===== config.mk =====
export PLATFORM = sky130hd
export DESIGN_NAME = bcd_ram
export DESIGN_NICKNAME = d
export VERILOG_FILES = /design/src/hw/rtl/bcd_ram.sv
export SDC_FILE = /design/constraint.sdc
export NUM_CORES = 1
export LEC_CHECK = 0
export ABC_CLOCK_PERIOD_IN_PS = 3100
export BUFFER_PORTS_ARGS = -buffer_cell sky130_fd_sc_hd__buf_4
export CAP_MARGIN = 20
export CORE_UTILIZATION = 60
export CTS_CLUSTER_DIAMETER = 200
export DETAILED_ROUTE_END_ITERATION = 12
export HOLD_SLACK_MARGIN = 0.03
export PLACE_DENSITY_LB_ADDON = 0.2
export SLEW_MARGIN = 15
export SYNTH_ARGS = -nofsm -noshare
export SYNTH_HDL_FRONTEND = slang
export SYNTH_SLANG_ARGS = --single-unit

===== constraint.sdc =====
create_clock -name clk -period 3.1 [get_ports clk]
set_input_delay 0.62 -clock clk [delete_from_list [all_inputs] [get_ports clk]]
set_output_delay 0.62 -clock clk [all_outputs]
set_load 0.02 [all_outputs]

===== src/hw/rtl/bcd_ram.sv =====
// generic single-port-write, single-port-read ram with registered read
module bcd_ram #(
    parameter int WIDTH = 8,
    parameter int DEPTH = 16
) (
    input  logic                     clk,
    input  logic                     we,
    input  logic [$clog2(DEPTH)-1:0] waddr,
    input  logic [WIDTH-1:0]         wdata,
    input  logic                     re,
    input  logic [$clog2(DEPTH)-1:0] raddr,
    output logic [WIDTH-1:0]         rdata
);
    logic [WIDTH-1:0] mem [DEPTH];
    logic [WIDTH-1:0] rdata_reg;

    always_ff @(posedge clk)
    begin
        if (we)
        begin
            mem[waddr] <= wdata;
        end
        if (re)
        begin
            rdata_reg <= mem[raddr];
        end
    end

    assign rdata = rdata_reg;
endmodule


==> results of run 1 <==
==> cells by family (layout without fill, tap and decap cells) <==
group           after synthesis  after routing  share of synthesized area
mux                          32             32                      0.148
buf+inv                      10             65                     0.0165
flops                       136            136                      0.781
simple gates                 35             35                     0.0314
compound gates               16             16                     0.0230
==> power by group <==
part           total (mW)  internal (mW)  switching [mW]  leakage [nW]
logic               0.207         0.0848           0.123         0.533
registers            2.08           2.07          0.0119          1.24
clock network        2.00           1.24           0.762         0.281
total                4.29           3.39           0.897          2.05
==> path summary, 6_finish.rpt <==
check / start / to / slack (ns) / depth (start not counted)
hold / removal: re / rdata[2]$_DFFE_PP_ / 0.41 / 1
setup / recovery: raddr[0] / rdata[5]$_DFFE_PP_ / 1.17 / 4
hold reg to reg: mem[11][2]$_DFFE_PP_ / rdata[2]$_DFFE_PP_ / 0.75 / 3
setup reg to reg: mem[3][5]$_DFFE_PP_ / rdata[5]$_DFFE_PP_ / 1.53 / 3
==> per-layer routing <==
metal / vias to the layer above / GRT usage / routed length [microns]
met5: - / 0 / 0
met4: 0 / 0.0884 / 135
met3: 13 / 0.0702 / 816
met2: 140 / 0.401 / 5330
met1: 1321 / 0.368 / 4280
li1: 1063 / - / -
==> final cells by class <==
type / count / area [sq um]
clock buffer: 19 / 422
tap: 105 / 131
multi-input combinational: 83 / 1060
timing repair buffer: 33 / 248
clock inverter: 13 / 170
sequential: 136 / 4080
fill: 486 / 2230
==> placed cells by master (no fill, tap or decap), drive strengths merged <==
cell type and count:
edfxtp 136, buf 33, mux4 32, clkbuf 19
a22oi 16, nor2 13, nand2 9, nor3 4
inv 4, clkinv 4, bufinv 3, nand3b 2
nand2b 2, clkinvlp 2, nor2b 1, and2 1
and2b 1, nand3 1, or3b 1
==> summary by stage, run 1 <==
Critical path
The maximum fanout encountered on the critical timing path is 32. The kind of critical path is input pin to flip-flop. The critical path startpoint category is an input pin.

On the worst path, the slowest cell contributes a delay of 0.68 ns. The type of element capturing the critical path is a flip-flop. For the worst setup path, the data required time is 3.36 ns.

The slowest stage of the critical path belongs to the cell mux4_1. Together, buffers and inverters on the worst path number 1. Traced cell by cell, the critical path runs through buf_4 > mux4_1 > a22oi_1 > nand2_1. The endpoint arrival time on the critical path is ~2.2 ns. The kind of cell with the highest combined delay along the critical path is multiplexers.

Synth
The netlist uses 18 different library cells. By count the netlist is led by 136 x edfxtp_1, 18 x mux4_2, 16 x a22oi_1. The share of synthesized registers carrying an async set or reset is 0.

The sequential-to-total area share from yosys stat is 0.781. The Yosys step of the flow raised 0 warnings. The post-synthesis cell type with the largest combined area is edfxtp_1. The most used flip-flop cell after synthesis is edfxtp_1. Synthesis handed over a netlist of 229 instances. In the post-synthesis netlist, the cell with the most instances is edfxtp_1. In this run the cell area of the synthesized design comes to between 5000 and 6000 sq um.

The synthesized area per cell is 22.8 sq um. After synthesis, the cell types taking the most area are edfxtp_1 78%, mux4_2 7.8%, mux4_1 7.0%, a22oi_1 2.3%, nor2_1 0.93%. The count of state elements after synthesis is 136. The count of flip-flops with a built-in enable after synthesis is 136. The portion of synthesized cell area occupied by the leading cell type is 0.781. The post-synthesis net count is 248.

Final layout
The final layout net count is 290. The number of diodes is 0. Leaving out filler cells and counting taps, the final layout contains around 390. The final design instance area without fill is 6110 sq um. The layout cell share with drive strength beyond 1 is 0.285. The register with the most flip-flops in the layout has 128 of them. From synthesis to final layout, the design area changed by 16.9%. For this run, the share of the core covered by cells in the final layout is 0.733.

Clock network
The number of buffers added to fix hold violations after cts is 0. The H-tree depth reported by CTS is 4. TritonCTS built the clock tree.

The number of gates resized after CTS was 0. The clock tree root buffer cell is clkbuf_8. Counting along the longest clock path gives a buffer depth of 2. Counting the buffers created by CTS gives 17. The clock network latency to the later pin of the worst-skew pair is 0.51 ns.

The number of clock sinks is 136. The clock edge transition at the registers on the reported setup and hold paths is around 0.070 ns. The setup fix buffers added after clock tree synthesis is 0.

Power and ir drop
The overall power after layout is 4.29 mW. Summed over all cells, the static leakage comes to 2.05 nW. The ratio of total power to cell area is ~700 nW/um^2. IR analysis of the VDD net gives a maximum drop of 0.447 mV.

STA
The worst hold slack is around 0.41 ns. Setup repair after global routing left no endpoint under its margin. For the final routed database, the setup TNS stands at 0 ns.

Derived from the worst setup path, the maximum achievable clock frequency is 519 MHz. The shortest clock period the worst path allows after layout is 1.93 ns. For the final database, setup skew stands at 0.00929 ns. The max-slew violation total from the final report came to 0. Dividing the final minimum period by the clock period gives 0.622.

The total setup violations reported at the end of the flow is 0. The worst slew margin relative to its limit is 0.304. The final hold violation count is 0. The worst path meets setup with 1.17 ns of slack. For the pin with the worst max-slew slack, the measured transition is between 1 and 1.5 ns.

Placement
The cell count after placement is about 360. The quantity of I/O buffers inserted on ports is 26. The instance area at placement is 5520 sq um. The detailed-placement wirelength estimate is 6030 microns. The placer's final routability congestion estimate is 0.748. The placement-stage worst setup slack is approximately 0.60 ns.

Detailed routing
The number of DRC markers after the initial detailed-route iteration is 246. The pre-antenna-repair detailed-routing pass consisted of 5 iterations. After detailed routing, the average wire length per cell comes to ~27 microns.

After detailed routing, the number of vias per cell comes to roughly 6.5. Summed over all layers, the routed wires come to 10600 microns. The routed layout has 2537 vias. The post-detailed-route DRC marker count is 0.

In this run the remaining antenna-violating nets after routing total 0.

Die
In this run the vertical extent of the chip is 95.3 microns. The count of standard-cell rows is 33. The die is 95.3 microns wide.

The floorplan step defined a die boundary enclosing 9090 sq um. The initial core utilization is 0.627. The core area is 8340 sq um. The total I/O pin count is 27.

Global route
After global routing the overflow that remains totals 0. Entering global routing, the biggest net connects 33 pins. The initial antenna violation count is 0.

The first global-routing pass estimated 15200 microns of wire. The total routing usage reported by global routing is 0.261. The via count of the first global-routing pass is approximately 2500.

Hold path
The worst hold path belongs to the class input pin to flip-flop.

Job
The count of maximum capacitance violations is 0.

Run status
The run finished with clean final reports.
No activity file was read; power rests on OpenSTA's default activity.
==> run 2: changes to the inputs <==
Settings changed: ABC_AREA from default to 1, ABC_CLOCK_PERIOD_IN_PS 3100 to 1500, CORE_UTILIZATION 60 to 55.
Clock period 3.1 ns to 1.5 ns, I/O delays scaled along.
==> run 2 against run 1 <==
Effect of this change:
- area after synthesis rose by 12%
- worst hold slack worse by 0.31 ns
- wire length up 22%
- cell area rose by 12%
- sequential share of layout area decreased by 7.2 points
- cell count is 91% higher
- total power increased by 110%
- non-clock buffer count is 17 higher
- global-route usage shrank 0.60 points
- synthesized cell count rose by 140%
- sequential cell count unchanged
- register-to-register slack got worse by 1.2 ns
- critical path type is now flip-flop to output pin
- critical endpoint is now rdata[4]
- largest cell class unchanged
==> summary by stage, run 2 <==
Detailed routing
The aggregate routed wire length is 12900 microns (+22%). The final antenna-violating net count came to 0 (unchanged). The number of DRC markers after the initial detailed-route iteration is 283 (+15%). The number of search-and-repair iterations in the first detailed-routing pass is 5 (unchanged). The post-detailed-route DRC marker count is 0 (unchanged). The routed length per placed instance is 17.3 microns (-36%).

The total number of vias came to 3982 (+57%). The length of routed met2 wiring is 6500 microns (+22%). The average via count per standard cell came to 5.35 (-18%). After detailed routing, no signal wire sits above met4. The wire length on met1 is 5100 microns (+19%).

The routed length on met3 was 864 microns (+5.9%).

Die
The total I/O pin count is 27 (unchanged). The die boundary height is 105 microns (+10%). The initial core utilization is 0.566 (-0.0604). The floorplan die area came to 11000 sq um (+22%).

The width of the die is 105 microns (+10%). The core area is 10300 sq um (+24%). The count of standard-cell rows was 37 (+12%).

STA
Setup repair after global routing left no endpoint under its margin. The total setup violations reported at the end of the flow is 0 (unchanged). The worst hold slack came to 0.0941 ns (-0.312 ns). The clock skew after layout is 0.00618 ns (-0.00311 ns). The final total negative setup slack is 0 ns (unchanged). The slew at the pin with the worst max-slew slack is 0.629 ns (-0.412 ns). The shortest clock period the worst path allows after layout is 1.41 ns. Derived from the worst setup path, the maximum achievable clock frequency is 709 MHz. The setup slack of the critical path after layout is 0.0887 ns (-1.08 ns). In the finished design, the share of the clock period the worst path needs comes to 0.941. The final hold violation count is 0 (unchanged).

The worst slew margin relative to its limit came to 0.580 (+0.276). The max-slew violation total from the final report is 0 (unchanged).

Critical path
The origin of the critical flop-to-flop path is mem[7][0]$_DFFE_PP_. The first element of the critical path is rdata[4]$_DFFE_PP_. The category of cells accounting for the largest share of critical-path delay is flip-flops. The maximum fanout encountered on the critical timing path is 1 (-97%). The delay of the slowest critical-path stage is 0.42 ns (-0.26 ns). STA classifies the critical path startpoint as a flip-flop. For this design, the slowest cell found on the critical path is edfxtp_1.

The buffers plus inverters on the worst setup path is 1 (unchanged). Traced cell by cell, the critical path runs through buf_4. The endpoint arrival time on the critical path was 1.11 ns (-1.08 ns). The type of element capturing the critical path is an output pin.

The required time at the endpoint of the critical path is 1.20 ns (-2.16 ns). The worst setup path is of the flip-flop to output pin kind.

Run status
The flow ran to the end, and the final reports show no timing, DRC or antenna violations.

Final layout
The share of the core filled with cells is 0.663 (-0.0694). The top cell types in the final layout, fill and taps aside, are 173 x nand2_1, 136 x edfxtp_1, 100 x inv_1. The synthesis-to-layout area growth is 17.1%. The final layout net count was 615 (+110%). The final design instance area without fill came to 6850 sq um (+12%). The number of diodes came to 0 (unchanged). The library cell used most frequently in the layout, excluding fill and tap cells, is nand2_1.

The non-filler instance count after layout is 744 (+91%). The flip-flop count of the largest register after layout is 128 (unchanged). The layout cell share with drive strength beyond 1 came to 0.132 (-0.154).

The fill cell total of the finished layout was 793 (+63%).

Global route
The total routing usage reported by global routing was 0.255 (-0.00601). The wire length of the first global-routing pass came to 20200 microns (+33%). The initial antenna violation count came to 0 (unchanged). The via count of the first global-routing pass is 3855 (+55%).

The total grt overflow is 0 (unchanged). The pin count of the biggest net entering global routing is 43 (+30%).

Synth
The sequential-to-total area share from yosys stat is 0.698 (-0.0828). The most used flip-flop cell after synthesis is edfxtp_1. In the post-synthesis netlist, the biggest area contributors are edfxtp_1 70%, nand2_1 11%, nand3_1 8.3%, inv_1 6.4%, buf_6 1.2%. By count the netlist is led by 173 x nand2_1, 136 x edfxtp_1, 100 x inv_1. The synthesized area per cell is 10.6 sq um (-54%). The count of state elements after synthesis is 136 (unchanged). The summed instance area of the synthesized netlist is 5850 sq um (+12%). The synthesis warning total came to 0 (unchanged).

Summed over all instances, the cell type with the most area after synthesis is edfxtp_1. The post-synthesis net count is 570 (+130%). The count of flip-flops with a built-in enable after synthesis is 136 (unchanged). The portion of synthesized cell area occupied by the leading cell type is 0.698 (-0.0828). The post-synthesis instance total was 551 (+140%). The most common cell in the netlist is nand2_1. The count of unique library cells instantiated by Yosys came to 11 (-7). The share of synthesized registers carrying an async set or reset came to 0 (unchanged).

Placement
The placer's final routability congestion estimate is 0.865 (+16%). The detailed-placement wirelength estimate is 8190 microns (+36%). The instance area at placement is 6280 sq um (+14%). The quantity of I/O buffers inserted on ports is 26 (unchanged). The cell count after placement is 713 (+100%). The placement-stage worst setup slack is -0.0392 ns (-0.644 ns).

Power and ir drop
The ratio of total power to cell area was 1290 nW/um^2 (+84%). The worst-case vdd ir drop was 0.704 mV (+58%). The leakage component of the power is 2.95 nW (+44%). The overall power after layout is 8.85 mW (+110%).

Clock network
The clock tree root buffer cell is clkbuf_8. The H-tree depth reported by CTS is 4 (unchanged). The number of buffers on the longest clock path is 2 (unchanged). The TritonCTS buffer count is 17 (unchanged). TritonCTS built the clock tree. The clock network latency to the later pin of the worst-skew pair came to 0.52 ns (about the same). The number of gates given a new drive strength after cts came to 0 (unchanged). The number of buffers added to fix hold violations after cts came to 0 (unchanged). The number of clock sinks is 136 (unchanged). The clock edge transition at the registers on the reported setup and hold paths is 0.06 ns (about the same). The setup fix buffers added after clock tree synthesis was 0 (unchanged).

Job
The count of maximum capacitance violations is 0 (unchanged).

Hold path
The min-delay analysis places its worst path in the category input pin to flip-flop. The startpoint of the worst hold path is re.
[run 2: cell count changes after synthesis, moves of 2 or more]
cell / before / now
clkdlybuf4s25_2: 3 / 0
nand2_1: 9 / 173
nand3_1: 1 / 97
a22oi_1: 16 / 0
buf_4: 1 / 4
nand2b_1: 2 / 0
inv_2: 0 / 2
mux4_2: 18 / 0
buf_2: 3 / 13
mux4_1: 14 / 0
nor2_1: 13 / 17
nor3_1: 4 / 0
buf_6: 3 / 6
inv_1: 0 / 100
[run 2: cell families after synthesis]
kind of cell | synth area share
simple gates | 0.208
buf+inv | 0.0939
flops | 0.698
[run 2: final timing paths]
check	end	slack, ns	depth (start not counted)
worst max-delay path	rdata[4]	0.09	1
worst min-delay path	rdata[3]$_DFFE_PP_	0.09	1
worst max register to register	rdata[0]$_DFFE_PP_	0.36	6
worst min register to register	rdata[5]$_DFFE_PP_	0.74	6
[run 2: metal layers]
| metal | up-vias | GRT usage |
|---|---|---|
| met5 | - | 0 |
| met3 | 33 | 0.0618 |
| met1 | 1898 | 0.325 |
| met4 | 0 | 0.130 |
| met2 | 179 | 0.408 |
| li1 | 1872 | - |
[run 2: layout make-up]
| cell class | instances | area [sq um] | area share |
|---|---|---|---|
| Tap cell | 136 | 170 | 0.0248 |
| Clock inverter | 14 | 159 | 0.0232 |
| Clock buffer | 17 | 414 | 0.0605 |
| Sequential cell | 136 | 4080 | 0.596 |
| Inverter | 102 | 383 | 0.0559 |
| Timing Repair Buffer | 50 | 425 | 0.0621 |
| Multi-Input combinational cell | 289 | 1210 | 0.177 |
[run 2: report_power, final]
group          internal, mW  switching (mW)
combinational         0.187           0.381
clock                  2.49            1.48
sequential             4.28          0.0253
